--- src/sv/sdce_pkg.sv ---
// shared types and constants for the sctp data chunk extractor
`timescale 1ns / 1ps
package sdce_pkg;
    localparam int MAX_FRAME_BYTES_DEF = 16384;
    localparam int MAX_EXT_HEADERS_DEF = 8;
    localparam int LEN_W = 15;
    localparam int CNT_W = 11;
    localparam logic [31:0] PPID_FIRST_RST = 32'd18;
    localparam logic [31:0] PPID_SECOND_RST = 32'd60;
    localparam logic [7:0] PROTO_SCTP = 8'd132;
    localparam logic [15:0] ETH_CTAG = 16'h8100;
    localparam logic [15:0] ETH_QINQ = 16'h88A8;
    localparam logic [15:0] ETH_IP4 = 16'h0800;
    localparam logic [15:0] ETH_IP6 = 16'h86DD;
    localparam logic [7:0] NH_HOP = 8'd0;
    localparam logic [7:0] NH_ROUTE = 8'd43;
    localparam logic [7:0] NH_FRAG = 8'd44;
    localparam logic [7:0] NH_DEST = 8'd60;

    typedef enum logic { CFG_PPID_FIRST = 1'b0, CFG_PPID_SECOND = 1'b1 } cfg_idx_t;

    typedef enum logic [2:0] {
        PH_LINK, PH_IP4, PH_IP6, PH_EXT, PH_CHUNK, PH_DONE
    } phase_t;

    // item passed from the front parser to the result stage
    typedef struct packed {
        logic       byte_valid;
        logic [7:0] payload_byte;
        logic       ppid_is_second;
        logic       payload_start;
        logic       payload_end;
        logic       frame_done;
        logic [CNT_W-1:0] payload_count;
    } res_t;

    function automatic logic is_ip(input logic [15:0] t);
        return (t == ETH_IP4) || (t == ETH_IP6);
    endfunction
endpackage

--- src/sv/sdce_parser.sv ---
// front part: per-byte header walk and chunk classification
`timescale 1ns / 1ps
module sdce_parser #(
    parameter int MAX_FRAME_BYTES = sdce_pkg::MAX_FRAME_BYTES_DEF,
    parameter int MAX_EXT_HEADERS = sdce_pkg::MAX_EXT_HEADERS_DEF
) (
    input  logic                     aclk,
    input  logic                     aresetn,
    input  logic                     step,
    input  logic [7:0]               data_byte,
    input  logic [sdce_pkg::LEN_W-1:0] frame_len,
    input  logic                     frame_end,
    input  logic [31:0]              ppid_first,
    input  logic [31:0]              ppid_second,
    output logic                     res_push,
    output sdce_pkg::res_t           res_item
);
    import sdce_pkg::*;

    localparam logic [17:0] MAXF = 18'(MAX_FRAME_BYTES);
    localparam logic [3:0]  MAXE = 4'(MAX_EXT_HEADERS);

    // 18-bit arithmetic holds offsets plus lengths without wrap
    logic [LEN_W-1:0] pos_reg, pos_next;
    phase_t           ph_reg, ph_next;
    logic [15:0]      ltw_reg, ltw_next;
    logic [17:0]      off_reg, off_next;
    logic [7:0]       np_reg, np_next;
    logic [3:0]       ext_reg, ext_next;
    logic [7:0]       ctype_reg, ctype_next;
    logic [15:0]      clen_reg, clen_next;
    logic [31:0]      acc_reg, acc_next;
    logic [CNT_W-1:0] found_reg, found_next;
    logic [15:0]      hw_reg, hw_next;
    logic [7:0]       hb_reg, hb_next;
    logic [17:0]      ul_reg, ul_next;
    logic [1:0]       ms_reg, ms_next;
    res_t             r;
    logic             emit;

    logic [17:0] len, pos, rel, clen, o, c;
    logic [15:0] inner, hwn;
    logic [17:0] ip4_ul;

    always_comb begin
        len = 18'(frame_len);
        pos = 18'(pos_reg);
        rel = pos - off_reg;
        pos_next = pos_reg; ph_next = ph_reg; ltw_next = ltw_reg; off_next = off_reg;
        np_next = np_reg; ext_next = ext_reg; ctype_next = ctype_reg; clen_next = clen_reg;
        acc_next = acc_reg; found_next = found_reg; hw_next = hw_reg; hb_next = hb_reg;
        ul_next = ul_reg; ms_next = ms_reg;
        r = '0;
        emit = 1'b0;
        clen = 18'(clen_reg);
        o = '0; c = '0;
        inner = {hb_reg, data_byte};
        hwn = {hw_reg[7:0], data_byte};
        ip4_ul = 18'({data_byte[3:0], 2'b00});

        if (pos < len && ph_reg != PH_DONE) begin
            case (ph_reg)
                PH_LINK: begin
                    if (pos == 18'd0 && (len < 18'd16 || len > MAXF)) begin
                        ph_next = PH_DONE;
                    end else if (pos == 18'd12) begin
                        ltw_next = {data_byte, 8'h00};
                    end else if (pos == 18'd13) begin
                        ltw_next = {ltw_reg[15:8], data_byte};
                        if (ltw_next == ETH_CTAG || ltw_next == ETH_QINQ) begin
                            if (len < 18'd18) ph_next = PH_DONE;
                        end else if (is_ip(ltw_next)) begin
                            off_next = 18'd14;
                            ph_next = (ltw_next == ETH_IP4) ? PH_IP4 : PH_IP6;
                        end
                    end else if (pos == 18'd14) begin
                        hw_next = {8'h00, data_byte};
                    end else if (pos == 18'd15) begin
                        hw_next = hwn;
                        if (ltw_reg != ETH_CTAG && ltw_reg != ETH_QINQ) begin
                            if (is_ip(hwn)) begin
                                ltw_next = hwn; off_next = 18'd16;
                                ph_next = (hwn == ETH_IP4) ? PH_IP4 : PH_IP6;
                            end else ph_next = PH_DONE;
                        end
                    end else if (pos == 18'd16) begin
                        hb_next = data_byte;
                    end else if (pos == 18'd17) begin
                        if (is_ip(inner)) begin
                            ltw_next = inner; off_next = 18'd18;
                            ph_next = (inner == ETH_IP4) ? PH_IP4 : PH_IP6;
                        end else if (is_ip(hw_reg)) begin
                            // byte 16 replayed as first byte of the ip header
                            ltw_next = hw_reg; off_next = 18'd16;
                            if (hw_reg == ETH_IP4) begin
                                ph_next = PH_IP4;
                                ul_next = 18'({hb_reg[3:0], 2'b00});
                                if (hb_reg[7:4] != 4'd4 || len < 18'd36 ||
                                    len < 18'd16 + ul_next) ph_next = PH_DONE;
                            end else begin
                                ph_next = PH_IP6;
                                if (hb_reg[7:4] != 4'd6 || len < 18'd56) ph_next = PH_DONE;
                            end
                        end else ph_next = PH_DONE;
                    end
                end
                PH_IP4: begin
                    if (pos >= off_reg) begin
                        if (rel == 18'd0) begin
                            ul_next = ip4_ul;
                            if (data_byte[7:4] != 4'd4 || len < off_reg + 18'd20 ||
                                len < off_reg + ip4_ul) ph_next = PH_DONE;
                        end else if (rel == 18'd9) begin
                            np_next = data_byte;
                            c = off_reg + ul_reg + 18'd12;
                            if (data_byte != PROTO_SCTP || len < c) ph_next = PH_DONE;
                            else if (c + 18'd4 > len) ph_next = PH_DONE;
                            else begin
                                off_next = c; ph_next = PH_CHUNK; ctype_next = '0;
                                clen_next = '0; acc_next = '0; ul_next = '0; ms_next = '0;
                            end
                        end
                    end
                end
                PH_IP6, PH_EXT: begin
                    if (pos >= off_reg) begin
                        o = '1;
                        if (ph_reg == PH_IP6) begin
                            if (rel == 18'd0) begin
                                if (data_byte[7:4] != 4'd6 || len < off_reg + 18'd40)
                                    ph_next = PH_DONE;
                            end else if (rel == 18'd6) np_next = data_byte;
                            else if (rel == 18'd39) o = off_reg + 18'd40;
                        end else begin
                            if (rel == 18'd0) hb_next = data_byte;
                            else if (rel == 18'd1) begin
                                ul_next = 18'({data_byte, 3'b000}) + 18'd8;
                                if (len < off_reg + ul_next) ph_next = PH_DONE;
                                else begin
                                    np_next = hb_reg; ext_next = ext_reg + 4'd1;
                                end
                            end else if (rel + 18'd1 == ul_reg) o = off_reg + ul_reg;
                        end
                        // choose the next extension header or the sctp header
                        if (o != '1) begin
                            if (np_reg == PROTO_SCTP || ext_reg >= MAXE || o >= len) begin
                                c = o + 18'd12;
                                if (np_reg != PROTO_SCTP || len < c || c + 18'd4 > len)
                                    ph_next = PH_DONE;
                                else begin
                                    off_next = c; ph_next = PH_CHUNK; ctype_next = '0;
                                    clen_next = '0; acc_next = '0; ul_next = '0;
                                    ms_next = '0;
                                end
                            end else if ((np_reg == NH_HOP || np_reg == NH_ROUTE ||
                                          np_reg == NH_FRAG || np_reg == NH_DEST) &&
                                         len >= o + 18'd8) begin
                                off_next = o; ph_next = PH_EXT; ul_next = '0;
                            end else ph_next = PH_DONE;
                        end
                    end
                end
                PH_CHUNK: begin
                    if (pos >= off_reg) begin
                        if (rel == 18'd0) ctype_next = data_byte;
                        else if (rel == 18'd2) clen_next = {data_byte, 8'h00};
                        else if (rel == 18'd3) begin
                            clen_next = {clen_reg[15:8], data_byte};
                            clen = 18'(clen_next);
                        end
                        if (rel == 18'd3 && (clen < 18'd4 || off_reg + clen > len)) begin
                            ph_next = PH_DONE;
                        end else begin
                            if (rel == 18'd3) ul_next = (clen + 18'd3) & ~18'd3;
                            if (rel >= 18'd12 && rel <= 18'd15 && ctype_reg == 8'd0 &&
                                clen >= 18'd16) begin
                                acc_next = {acc_reg[23:0], data_byte};
                                if (rel == 18'd15) begin
                                    if (acc_next == ppid_first) ms_next = 2'd1;
                                    else if (acc_next == ppid_second) ms_next = 2'd2;
                                    else ms_next = 2'd0;
                                end
                            end
                            if (ms_reg != 2'd0 && rel >= 18'd16 && rel < clen) begin
                                emit = 1'b1;
                                r.byte_valid = 1'b1;
                                r.payload_byte = data_byte;
                                r.ppid_is_second = (ms_reg == 2'd2);
                                r.payload_start = (rel == 18'd16);
                                r.payload_end = (rel + 18'd1 == clen);
                                if (r.payload_end && found_reg != '1)
                                    found_next = found_reg + CNT_W'(1);
                            end
                            if (rel >= 18'd3 && rel + 18'd1 == ul_next) begin
                                c = off_reg + ul_next;
                                if (c + 18'd4 > len) ph_next = PH_DONE;
                                else begin
                                    off_next = c; ph_next = PH_CHUNK; ctype_next = '0;
                                    clen_next = '0; acc_next = '0; ul_next = '0;
                                    ms_next = '0;
                                end
                            end
                        end
                    end
                end
                default: ph_next = PH_DONE;
            endcase
        end

        if (frame_end) begin
            r.frame_done = 1'b1;
            r.payload_count = found_next;
            pos_next = '0; ph_next = PH_LINK; ltw_next = '0; off_next = '0; np_next = '0;
            ext_next = '0; ctype_next = '0; clen_next = '0; acc_next = '0;
            found_next = '0; hw_next = '0; hb_next = '0; ul_next = '0; ms_next = '0;
        end else if (pos_reg != '1) begin
            pos_next = pos_reg + LEN_W'(1);
        end
    end

    assign res_push = step && (emit || frame_end);
    assign res_item = r;

    // parse state advances once per accepted item
    always_ff @(posedge aclk) begin
        if (!aresetn) begin
            pos_reg <= '0; ph_reg <= PH_LINK; ltw_reg <= '0; off_reg <= '0; np_reg <= '0;
            ext_reg <= '0; ctype_reg <= '0; clen_reg <= '0; acc_reg <= '0;
            found_reg <= '0; hw_reg <= '0; hb_reg <= '0; ul_reg <= '0; ms_reg <= '0;
        end else if (step) begin
            pos_reg <= pos_next; ph_reg <= ph_next; ltw_reg <= ltw_next;
            off_reg <= off_next; np_reg <= np_next; ext_reg <= ext_next;
            ctype_reg <= ctype_next; clen_reg <= clen_next; acc_reg <= acc_next;
            found_reg <= found_next; hw_reg <= hw_next; hb_reg <= hb_next;
            ul_reg <= ul_next; ms_reg <= ms_next;
        end
    end
endmodule

--- src/sv/sdce_queue.sv ---
// back part: two-entry result queue feeding the output channel
`timescale 1ns / 1ps
module sdce_queue (
    input  logic           aclk,
    input  logic           aresetn,
    input  logic           push,
    input  sdce_pkg::res_t push_item,
    output logic           space,
    output logic           out_valid,
    input  logic           out_ready,
    output sdce_pkg::res_t out_item
);
    import sdce_pkg::*;

    res_t       mem_reg [2];
    logic       wp_reg, rp_reg;
    logic [1:0] cnt_reg;
    logic       pop;

    assign pop = out_valid && out_ready;
    assign out_valid = (cnt_reg != 2'd0);
    assign out_item = mem_reg[rp_reg];
    // a same-cycle pop counts as room; input waits only if full and stalled
    assign space = (cnt_reg != 2'd2) || out_ready;

    // pointers and fill count
    always_ff @(posedge aclk) begin
        if (!aresetn) begin
            wp_reg <= 1'b0; rp_reg <= 1'b0; cnt_reg <= 2'd0;
        end else begin
            if (push) wp_reg <= ~wp_reg;
            if (pop) rp_reg <= ~rp_reg;
            cnt_reg <= cnt_reg + {1'b0, push} - {1'b0, pop};
        end
    end

    // storage
    always_ff @(posedge aclk) begin
        if (push) mem_reg[wp_reg] <= push_item;
    end
endmodule

--- src/sv/sctp_data_chunk_extractor_unit.sv ---
// top level of the sctp data chunk extractor
`timescale 1ns / 1ps
// Takes one frame byte per cycle and passes on the payload bytes of sctp
// DATA chunks whose ppid matches ppid_first or ppid_second, with a summary
// item carrying the payload count on the frame's last byte. Each byte is
// parsed combinationally by the front parser, so one item is accepted every
// clock; a two-entry result queue decouples the output so input keeps flowing
// unless that queue is full and the output is stalled.
module sctp_data_chunk_extractor_unit #(
    parameter int MAX_FRAME_BYTES = sdce_pkg::MAX_FRAME_BYTES_DEF,
    parameter int MAX_EXT_HEADERS = sdce_pkg::MAX_EXT_HEADERS_DEF
) (
    input  logic        aclk,
    input  logic        aresetn,
    input  logic        s_tvalid,
    output logic        s_tready,
    input  logic [23:0] s_tdata,   // data_byte[7:0], frame_len[22:8], zero pad
    input  logic        s_tlast,   // frame_end
    output logic        m_tvalid,
    input  logic        m_tready,
    output logic [31:0] m_tdata,   // byte_valid, payload_byte, ppid_is_second,
                                   // payload_start, payload_end, payload_count, pad
    output logic        m_tlast,   // frame_done
    input  logic        cfg_valid,
    output logic        cfg_ready,
    input  logic        cfg_index,
    input  logic [31:0] cfg_data
);
    import sdce_pkg::*;

    logic [31:0] ppid_first_reg, ppid_second_reg;
    logic        space, push, step;
    res_t        pitem, qitem;

    assign cfg_ready = 1'b1;

    // configuration registers
    always_ff @(posedge aclk) begin
        if (!aresetn) begin
            ppid_first_reg <= PPID_FIRST_RST;
            ppid_second_reg <= PPID_SECOND_RST;
        end else if (cfg_valid) begin
            case (cfg_idx_t'(cfg_index))
                CFG_PPID_FIRST:  ppid_first_reg <= cfg_data;
                CFG_PPID_SECOND: ppid_second_reg <= cfg_data;
                default: ;
            endcase
        end
    end

    assign s_tready = space;
    assign step = s_tvalid && space;

    sdce_parser #(
        .MAX_FRAME_BYTES(MAX_FRAME_BYTES),
        .MAX_EXT_HEADERS(MAX_EXT_HEADERS)
    ) u_parser (
        .aclk(aclk), .aresetn(aresetn), .step(step),
        .data_byte(s_tdata[7:0]), .frame_len(s_tdata[22:8]), .frame_end(s_tlast),
        .ppid_first(ppid_first_reg), .ppid_second(ppid_second_reg),
        .res_push(push), .res_item(pitem)
    );

    sdce_queue u_queue (
        .aclk(aclk), .aresetn(aresetn), .push(push), .push_item(pitem),
        .space(space), .out_valid(m_tvalid), .out_ready(m_tready), .out_item(qitem)
    );

    // output packing
    assign m_tdata = {9'h000, qitem.payload_count, qitem.payload_end,
                      qitem.payload_start, qitem.ppid_is_second,
                      qitem.payload_byte, qitem.byte_valid};
    assign m_tlast = qitem.frame_done;
endmodule

--- config.mk ---
export PLATFORM = sky130hd
export DESIGN_NAME = sctp_data_chunk_extractor_unit
export DESIGN_NICKNAME = d
export VERILOG_FILES = /design/src/sv/sdce_pkg.sv /design/src/sv/sdce_parser.sv /design/src/sv/sdce_queue.sv /design/src/sv/sctp_data_chunk_extractor_unit.sv
export SDC_FILE = /design/constraint.sdc
export NUM_CORES = 1
export LEC_CHECK = 0
export BUFFER_PORTS_ARGS = -buffer_cell sky130_fd_sc_hd__clkbuf_2
export CORE_MARGIN = 2
export CORE_UTILIZATION = 30
export CTS_CLUSTER_SIZE = 16
export DETAILED_ROUTE_END_ITERATION = 8
export PLACE_DENSITY = 0.55
export SLEW_MARGIN = 15
export SYNTH_ARGS = -nofsm -noshare
export SYNTH_HDL_FRONTEND = slang
export SYNTH_SLANG_ARGS = --single-unit
--- constraint.sdc ---
create_clock -name aclk -period 24.3 [get_ports aclk]
set_input_delay 4.86 -clock aclk [delete_from_list [all_inputs] [get_ports aclk]]
set_output_delay 4.86 -clock aclk [all_outputs]
set_load 0.02 [all_outputs]
* After elaboration in Yosys (flattened, before gate mapping)
Memory sizes are Yosys's and may differ from the RTL's. A register that Yosys moved wholly into a read port is not among the register bits.
Cells that the tools add are included.
** Storage, ports and cells
- Flip-flop bits (word level) :: 243
- Bits in writable memories :: 48
- Input bits :: 63
- Output and inout bits :: 36
- Word-level logic and storage cells :: 550
- Memories kept :: 1
** Memories
- u_queue.mem_reg :: words 2, bits a word 24, read ports 1, clocked after memory_dff 1, wr ports 1, line sdce_queue.sv:15 : res_t mem_reg [2];
** Operators by class
- Add/sub/neg operators :: 23
- Order comparisons :: 28
- Equality and inequality tests :: 123
- Multiplexer cells :: 277
- Bitwise gates (word level) :: 3
- Reduce and logical (&&, ||, !) cells :: 75
** Operators with widths (count)
- $mux W18 :: 76
- $mux W16 :: 39
- $mux W32 :: 16
- $mux W8 :: 43
- $pmux W18 S4 :: 2
- $lt A15 B18 Y1 :: 7
- $mux W3 :: 37
- $eq A16 B16 Y1 const B :: 6
- $pmux W32 S3 :: 1
- $mux W11 :: 7
- $add A18 B18 Y18 :: 4
- $gt A18 B15 Y1 :: 4
- $mux W12 :: 6
- $eq A16 B12 Y1 const B :: 4
- $eq A32 B32 Y1 :: 2
- $eq A15 B4 Y1 const B :: 4
- $add A18 B3 Y18 const B :: 3
- $add A18 B4 Y18 const B :: 3
- $eq A18 B18 Y1 :: 3
- $ne A3 B3 Y1 const B :: 16
- $pmux W16 S3 :: 1
- $mux W2 :: 22
- $ne A4 B3 Y1 const B :: 11
- $ne A3 B2 Y1 const B :: 14
- 85 further kinds :: 198

* Longest topological paths before layout
Gate-level depths: netlist of the first run.
- Word-level depth :: 26
- Depth in mapped cells :: 46
- Gate-level depth less buffers :: 41

* Cells and area by module
A second synthesis of the first run with hierarchy kept.
** Unflattened totals
- Cell total of the unflattened synthesis :: 3613
- Area total of the unflattened synthesis :: 28899.0 sq um
** By module, submodules not included
- sdce_parser :: times used 1, cells each 3249, area each 24254.5 sq um, sequential area each 3343.2 sq um
- sctp_data_chunk_extractor_unit :: times used 1, cells each 265, area each 2576.2 sq um, sequential area each 1281.2 sq um
- sdce_queue :: times used 1, cells each 99, area each 2068.2 sq um, sequential area each 1541.5 sq um

* Worst setup path before layout of the first run
Ideal clock, no wire load.
- Kind :: input to register
- From :: input s_tdata[3]
- To :: register u_parser.acc_reg[14]
- Setup time :: 59 ps
- Data arrival time :: 10822 ps
- Required time :: 24241 ps
- Slack :: 13419 ps
- Stages :: 33
- Buffers on the path :: 3
- Cell sequence :: clkbuf_1 and3_1 clkbuf_1 and3_1 nand4_1 or4_1 or3_1 o21ai_0 nand2_1 xnor2_1 nand2_1 nand2_1 ha_1 nor2_1 nor2_1 o21a_1 o31a_1 o221ai_1 a21boi_0 nand4_1 xnor2_1 ha_1 nand3_1 nor2_1 a211oi_1 a31oi_1 nor2_1 a21oi_1 and2_1 nand3_1 nor2_1 buf_2 a22o_1
** Between the ends
- Cells in the longest elaborated chain, start to end :: 22
- Elaborated cells on any way between the ends :: 37
- Those cells by class :: add/sub: 4; order compare: 4; eq/ne: 4; mux: 19; reduce/logical: 6
** Ends and longest elaborated chain
- start, declared :: line sctp_data_chunk_extractor_unit.sv:17 : input logic [23:0] s_tdata,
- $mux W8 :: line sdce_parser.sv:167 : else if (rel == 18'd3) begin
- $mux W8 :: line sdce_parser.sv:166 : else if (rel == 18'd2) clen_next = {data_byte, 8'h00};
- $mux W8 :: line sdce_parser.sv:165 : if (rel == 18'd0) ctype_next = data_byte;
- $mux W18 :: line sdce_parser.sv:164 : if (pos >= off_reg) begin
- $mux W18 :: line sdce_parser.sv:62 : case (ph_reg)
- $mux W18 :: line sdce_parser.sv:61 : if (pos < len && ph_reg != PH_DONE) begin
- $add A18 B2 Y18 :: line sdce_parser.sv:174 : if (rel == 18'd3) ul_next = (clen + 18'd3) & ~18'd3;
- $mux W18 :: line sdce_parser.sv:174
- (+6 left out)
- $gt A18 B15 Y1 :: line sdce_parser.sv:196 : if (c + 18'd4 > len) ph_next = PH_DONE;
- $mux W32 :: line sdce_parser.sv:196
- $mux W32 :: line sdce_parser.sv:194 : if (rel >= 18'd3 && rel + 18'd1 == ul_next) begin
- $mux W32 :: line sdce_parser.sv:171 : if (rel == 18'd3 && (clen < 18'd4 || off_reg + clen > len)) begin
- $mux W32 :: line sdce_parser.sv:164
- $pmux W32 S3 :: line sdce_parser.sv:62
- $mux W32 :: line sdce_parser.sv:61
- $mux W32 :: line sdce_parser.sv:210 : if (frame_end) begin
- end signal, assigned :: line sdce_parser.sv:233 : ctype_reg <= ctype_next; clen_reg <= clen_next; acc_reg <= acc_next;
- end, declared :: line sdce_parser.sv:32 : logic [31:0] acc_reg, acc_next;
Several ways; a longest one is shown, not always the timed one. The select of a mux whose other input is x is not followed.
A chain may end at the register's enable or synchronous reset.

* Worst setup path in the final report of the first run
- From :: input s_tdata[4]
- To :: register u_parser.acc_reg[8]
Same word-level chain as after synthesis.

==> summary.md, run 1 <==
| Metric | Value |
|---|---|
| I/O pins | 99 |
| CTS sink cnt | 284 |
| Static Leakage | 12.2 nW |
| Unrepaired setup endpoints after global routing | no |
| Clk_skew | 0.0140 ns |
| Yosys reg bits | 284 |
| Most frequent cells in the layout | 370 x nand2_1, 311 x ha_1, 274 x nor2_1, 244 x a21oi_1, 236 x dfxtp_1 |
| Largest register FFs | 48 |
| Hold Buf Count CTS | 0 |
| Max Cap Viol | 0 |
| Worst R2R End | u_parser.clen_reg[5] |
| Full die area | 96300 µm² |
| Standard-cell rows | 112 |
| Worst-Margin Slew | 1.23 ns |
| Fin crit share | 0.523 |
| Via density | 5.64 |
| Fin cells | 4840 |
| Post-synth cell types | 120 |
| H-tree lvl count | 2 |
| CTS resizes | 0 |
| Ys Warns | 0 |
| Worst Path Max Fanout | 16 |
| Status | completed |
| First-pass GRT wire length | 167 mm |
| Largest net degree at the start of global routing | 75 |
| Min cycle time layout | 12.72 ns |
| Clock buffer depth | 3 |
| Setup ws final | 11.58 ns |
| ANT nets after route | 0 |
| R2r startpoint | u_parser.off_reg[1] |
| Top_reg_cell synth | dfxtp_1 |
| Area growth syn-to-layout | 10.5% |
| Worst min path class | reg2reg |
| Setup crit start kind | input pin |
| Largest stage delay on the critical path | 0.54 ns |
| Starting density of the core | 0.302 |
| GR Overflow Total | 0 |
| Crit path DAT | 13.22 ns |
| Fmax | 78.6 MHz |
| Detailed Route WL | 113 mm |
| Setup TNS | 0 ns |
| Worst R2R Path Depth | 33 |
| Post-synth EDFFs | 48 |
| Die Wd | 310 µm |
| Worst hold path depth | 2 |
| Global-route usage over all layers | 0.230 |
| Core area | 93200 µm² |
| I/O Buffers | 87 |
| P per Cell Area | 53.3 nW/µm² |
| Commonest non-fill, non-tap cell in the layout | nand2_1 |
| Critical path's slowest cell | clkbuf_2 |
| Avg Synthesized Cell Area | 8.00 µm² |
| CTS tree | done |
| DP Wirelength | 88.3 mm |
| Root Buffer | clkbuf_16 |
| Residual DRC | 0 |
| Clock latency at the later pin of the worst-skew pair | 0.56 ns |
| Die H | 310 µm |
| Relative slew slack | 0.170 |
| Vias | 27300 |
| Worst vdd ir | 0.0480 mV |
| Average wire per standard cell | 23.4 µm |
| CTS clk-pin slew, worst paths | 0.06 ns |
| Vias in the first global route | 25500 |
| Place WS | 11.32 ns |
| Fin nets | 3936 |
| Met2 Use GR | 0.363 |
| Global routing's busiest layer | met2 |
| Buffer count from post-CTS setup fixing | 0 |
| Crit path top cell by count | nor2_1 |
| M3 GR Usage | 0.0447 |
| Met1 Usage GRT | 0.307 |
| DRT iter0 DRCs | 2783 |
| Worst EP required | 24.80 ns |
| CTS Buf Count | 35 |
| Final setup vio count | 0 |
| Mapped Cells | 3521 |
| CP Class | in2reg |
| Pre-antenna DRT Iters | 5 |
| CP endpoint kind | flip-flop |
| WHS Endpoint | u_parser.hw_reg[8] |
| Antenna violations before repair | 4 |
| Hold wc startpoint | u_parser.hw_reg[8] |
| Layout cells sized above 1 | 0.0938 |
| Synth Cell Area | 28200 µm² |
| Dpl cells | 4773 |
| Final GP Congestion | 0.984 |
| Sequential area share after synthesis | 0.219 |
| Final Hold Fails | 0 |
| R2r setup slk | 12.21 ns |
| Final Max Tran Viols | 0 |
| Asr flop ratio synth | 0 |
area by class of cell:
class / count / area (µm²)
multi-input cells: 2940 / 20800
repair buffers: 147 / 886
well taps: 1254 / 1570
clock inverters: 5 / 68.8
flip-flops and latches: 284 / 6170
inverters: 148 / 558
diodes: 4 / 10.0
clock buffers: 58 / 1050
fillers: 10000 / 62100
Yosys cell counts, types with 30 or more instances:
library cell,instances,area (µm²)
a21o_1,76,571
xnor2_1,227,1990
nand3_1,134,671
nand2b_1,43,269
nand4_1,66,413
o21a_1,50,375
and2_1,34,213
nand2_1,370,1390
edfxtp_1,48,1440
o21ai_0,145,726
mux2i_1,48,480
nor2b_1,54,338
a31oi_1,37,231
and3_1,32,200
or3_1,30,188
nor3_1,96,480
dfxtp_1,236,4720
a211oi_1,35,263
nor4_1,49,307
a21oi_1,244,1220
nor2_1,275,1030
inv_1,141,529
ha_1,311,3890
xor2_1,80,701
clkbuf_1,113,424
mux2_2,34,383
per-stage QoR:
| step | util | instance area [µm²] | hold slack, ns | power (W) |
|---|---|---|---|---|
| detailed placement | 0.322 | 30000 | 0.450 | 0.00113 |
| CTS | 0.334 | 31100 | 0.466 | 0.00165 |
| finish | 0.334 | 31100 | 0.465 | 0.00166 |
| global route | 0.334 | 31100 | 0.484 | 0.00173 |
| global placement | 0.322 | 30000 | 0.451 | 0.00113 |
| floorplan | - | 28200 | 0.433 | 0.000936 |
critical path, delay by kind of cell:
family          cells  cell delay, ns
fa+ha+maj           2            0.66
compound gates      9            2.62
xor+xnor            2            0.33
simple gates       13            3.90
buf+inv             2            0.82
per-layer routing:
| metal | part of all wire | up-vias | routed length, µm |
|---|---|---|---|
| met2 | 0.44 | 1144 | 49900 |
| met4 | 0.046 | 2 | 5200 |
| li1 | - | 12900 | - |
| met3 | 0.083 | 221 | 9440 |
| met5 | 0.000071 | - | 8 |
| met1 | 0.43 | 13000 | 48800 |
power breakdown:
part           total [W]  leakage [nW]  switching (W)  internal (W)
Sequential      0.000513          2.37      0.0000195      0.000494
Clock           0.000518         0.544       0.000220      0.000298
Combinational   0.000625          9.28       0.000407      0.000219
worst max-delay path by stage:
stage / from / slack (ns) / endpoint / depth (start not counted)
2_1_floorplan: s_tdata[3] / 13.42 / u_parser.acc_reg[14] / 33
3_3_place_gp: s_tdata[4] / 11.41 / u_parser.acc_reg[8] / 28
3_5_place_dp: s_tdata[4] / 11.32 / u_parser.acc_reg[14] / 28
4_1_cts: s_tdata[4] / 11.86 / u_parser.acc_reg[14] / 28
5_1_grt: s_tdata[4] / 11.30 / u_parser.acc_reg[20] / 32
6_report: s_tdata[4] / 11.58 / u_parser.acc_reg[8] / 28
cell families after synthesis:
family / count (synthesis) / share of synthesized area
other cells: 2 / 0.000267
flops: 284 / 0.219
xor+xnor: 325 / 0.109
mux: 82 / 0.0307
buf+inv: 305 / 0.0447
compound gates: 908 / 0.222
fa+ha+maj: 317 / 0.142
simple gates: 1298 / 0.231
Note: power is estimated with default switching activity, not from simulation.
==> run 2, diff against run 1 <==
- PLACE_DENSITY: 0.55 -> 0.56
- clock period: 24.3 -> 10.74 ns (I/O delays scaled with it)
==> run 2 against run 1 <==
Final cell count rose by 1.3%. Global-route usage increased by 0.83 points. Combinational power rose by 140%. Critical path depth rose by 10. Highest routed layer is now met4. Routed wire length increased by 3.3%. Critical path type is now reg2reg. Core utilization rose by 0.60 points. Hold slack worse by 0.0020 ns. Sequential cell count stayed put. Worst setup slack lost 11 ns.
==> summary.md, run 2 (same netlist as run 1, synthesis figures left out) <==
| Metric | Value |
|---|---|
| Status | completed |
| Average wire per standard cell | 23.9 µm (+2.0%) |
| Static Leakage | 12.6 nW (+3.0%) |
| CTS clk-pin slew, worst paths | 0.06 ns (about the same) |
| Hold Buf Count CTS | 0 (unchanged) |
| Unrepaired setup endpoints after global routing | no |
| Worst-Margin Slew | 1.17 ns (-0.0664 ns) |
| DP Wirelength | 91.5 mm (+3.6%) |
| Crit path from | u_parser.pos_reg[0] |
| First-pass GRT wire length | 172 mm (+2.7%) |
| Largest register FFs | 48 (unchanged) |
| Clock buffer depth | 3 (unchanged) |
| I/O Buffers | 87 (unchanged) |
| Relative slew slack | 0.221 (+0.0519) |
| Part of the power in registers | 0.305 (-0.005) |
| Pre-antenna DRT Iters | 6 (+1) |
| Core area | 93200 µm² (unchanged) |
| Vias | 27800 (+1.9%) |
| Die H | 310 µm (unchanged) |
| DRT iter0 DRCs | 2892 (+3.9%) |
| Met1 Usage GRT | 0.329 (+0.0222) |
| Worst vdd ir | 0.117 mV (+140%) |
| Global routing's busiest layer | met2 |
| Clk_skew | 0.0165 ns (+0.00249 ns) |
| Final setup vio count | 0 (unchanged) |
| R2r setup slk | 0.51 ns (-11.70 ns) |
| CTS tree | done |
| Setup crit start kind | flip-flop |
| Most frequent cells in the layout | 370 x nand2_1, 311 x ha_1, 273 x nor2_1, 244 x a21oi_1, 236 x dfxtp_1 |
| Worst R2R Path Depth | 38 (+15%) |
| Antenna violations before repair | 4 (unchanged) |
| Clock latency at the later pin of the worst-skew pair | 0.56 ns (about the same) |
| Largest net degree at the start of global routing | 78 (+4.0%) |
| Worst Path Max Fanout | 32 (+16) |
| Critical path's slowest cell | or4_4 |
| Via density | 5.67 (+0.57%) |
| Commonest non-fill, non-tap cell in the layout | nand2_1 |
| Fillers | 10000 (-0.090%) |
| Crit path capture | u_parser.off_reg[17] |
| Largest stage delay on the critical path | 0.59 ns (+0.05 ns) |
| CP endpoint kind | flip-flop |
| Starting density of the core | 0.302 (unchanged) |
| CTS sink cnt | 284 (unchanged) |
| Area of the multi-input gates | 20800 µm² (about the same) |
| CTS Buf Count | 35 (unchanged) |
| Max Cap Viol | 0 (unchanged) |
| Global-route usage over all layers | 0.239 (+0.00832) |
| Final Hold Fails | 0 (unchanged) |
| Worst min path class | reg2reg |
| Setup TNS | 0 ns (unchanged) |
| ANT nets after route | 0 (unchanged) |
| GR Overflow Total | 0 (unchanged) |
| Fmax | 97.8 MHz |
| ANT cells | 0 (-4) |
| Final GP Congestion | 0.968 (-1.6%) |
| Met2 Use GR | 0.366 (+0.00317) |
| Full die area | 96300 µm² (unchanged) |
| H-tree lvl count | 2 (unchanged) |
| P per Cell Area | 120 nW/µm² (+130%) |
| Fin nets | 4008 (+1.8%) |
| Die Wd | 310 µm (unchanged) |
| I/O pins | 99 (unchanged) |
| Standard-cell rows | 112 (unchanged) |
| Net Sw Power | 0.00149 W (+130%) |
| Clock power share | 0.305 (-0.008) |
| R2r startpoint | u_parser.pos_reg[0] |
| Crit path DAT | 10.71 ns (-2.51 ns) |
| Fin crit share | 0.952 |
| M3 GR Usage | 0.0375 (-0.00729) |
| Worst EP required | 11.23 ns (-13.57 ns) |
| Comb power frac | 0.391 (+0.014) |
| Root Buffer | clkbuf_16 |
| Worst R2R End | u_parser.off_reg[17] |
| Sw frac | 0.392 (+0.00210) |
| Final core utilization | 0.340 (+0.00604) |
| Residual DRC | 0 (unchanged) |
| Detailed Route WL | 117 mm (+3.3%) |
| Layout cells sized above 1 | 0.113 (+0.0193) |
| Final Max Tran Viols | 0 (unchanged) |
| Min cycle time layout | 10.23 ns |
| FF+latch area | 6170 µm² (unchanged) |
| Internal Power | 0.00231 W (+130%) |
| Vias in the first global route | 25800 (+1.3%) |
| Area growth syn-to-layout | 12.5% |
| CP Class | reg2reg |
## run 2: layer usage
metal | share of wire | up-vias
met5 | 0 | -
met4 | 0.048 | 0
li1 | - | 13100
met2 | 0.43 | 1156
met3 | 0.080 | 236
met1 | 0.44 | 13300
## run 2: area by class of cell
type | count | share of cell area
clock buffers | 51 | 0.0321
clock inverters | 8 | 0.00261
inverters | 148 | 0.0176
multi-input cells | 2940 | 0.657
flip-flops and latches | 284 | 0.195
well taps | 1254 | 0.0495
repair buffers | 219 | 0.0462
## run 2: critical path: cells and delay by family (launching register included)
family,cells,cell delay [ns]
AOI/OAI and AO/OA,10,2.25
xor gates and xnor gates,3,0.80
adders and majority gates,4,1.30
buffers and inverters,4,0.70
DFF,1,0.38
and+or+nand+nor,17,4.66
## run 2: how the worst min path moves through the flow
stage	cells past startpoint	startpoint	to
2_1_floorplan	1	u_parser.ctype_reg[0]	u_parser.ctype_reg[0]
3_3_place_gp	1	u_parser.ctype_reg[7]	u_parser.ctype_reg[7]
3_5_place_dp	1	u_parser.ctype_reg[7]	u_parser.ctype_reg[7]
4_1_cts	1	u_parser.ctype_reg[6]	u_parser.ctype_reg[6]
5_1_grt	1	u_parser.ctype_reg[7]	u_parser.ctype_reg[7]
6_report	1	u_parser.ctype_reg[7]	u_parser.ctype_reg[7]
## run 2: power by group through the flow
stage	logic [W]	registers (W)	clock network, W
3_5_place_dp	0.00144	0.00118	0
2_1_floorplan	0.000956	0.00116	0
4_1_cts	0.00145	0.00116	0.00118
3_3_place_gp	0.00144	0.00118	0
6_report	0.00148	0.00116	0.00116
5_1_grt	0.00158	0.00116	0.00122
## run 2: through the flow
step | std cells | power (W) | cell area, µm² | hold WS [ns] | setup WS, ns
2_1_floorplan | 3529 | 0.00212 | 28200 | 0.433 | 2.10
4_1_cts | 4904 | 0.00379 | 31700 | 0.466 | 0.465
6_report | 4904 | 0.00380 | 31700 | 0.462 | 0.514
5_1_grt | 4904 | 0.00397 | 31700 | 0.476 | 0.0127
3_5_place_dp | 4845 | 0.00262 | 30600 | 0.449 | 0.569
3_3_place_gp | 4845 | 0.00262 | 30600 | 0.447 | 0.576
## run 2: what timing repair did
| action | 4_1_cts | 5_1_grt |
|---|---|---|
| buffers inserted | 0 | 0 |
| setup endpoints to repair | 0 | 72 |
| gates resized for setup | 0 | 4 |
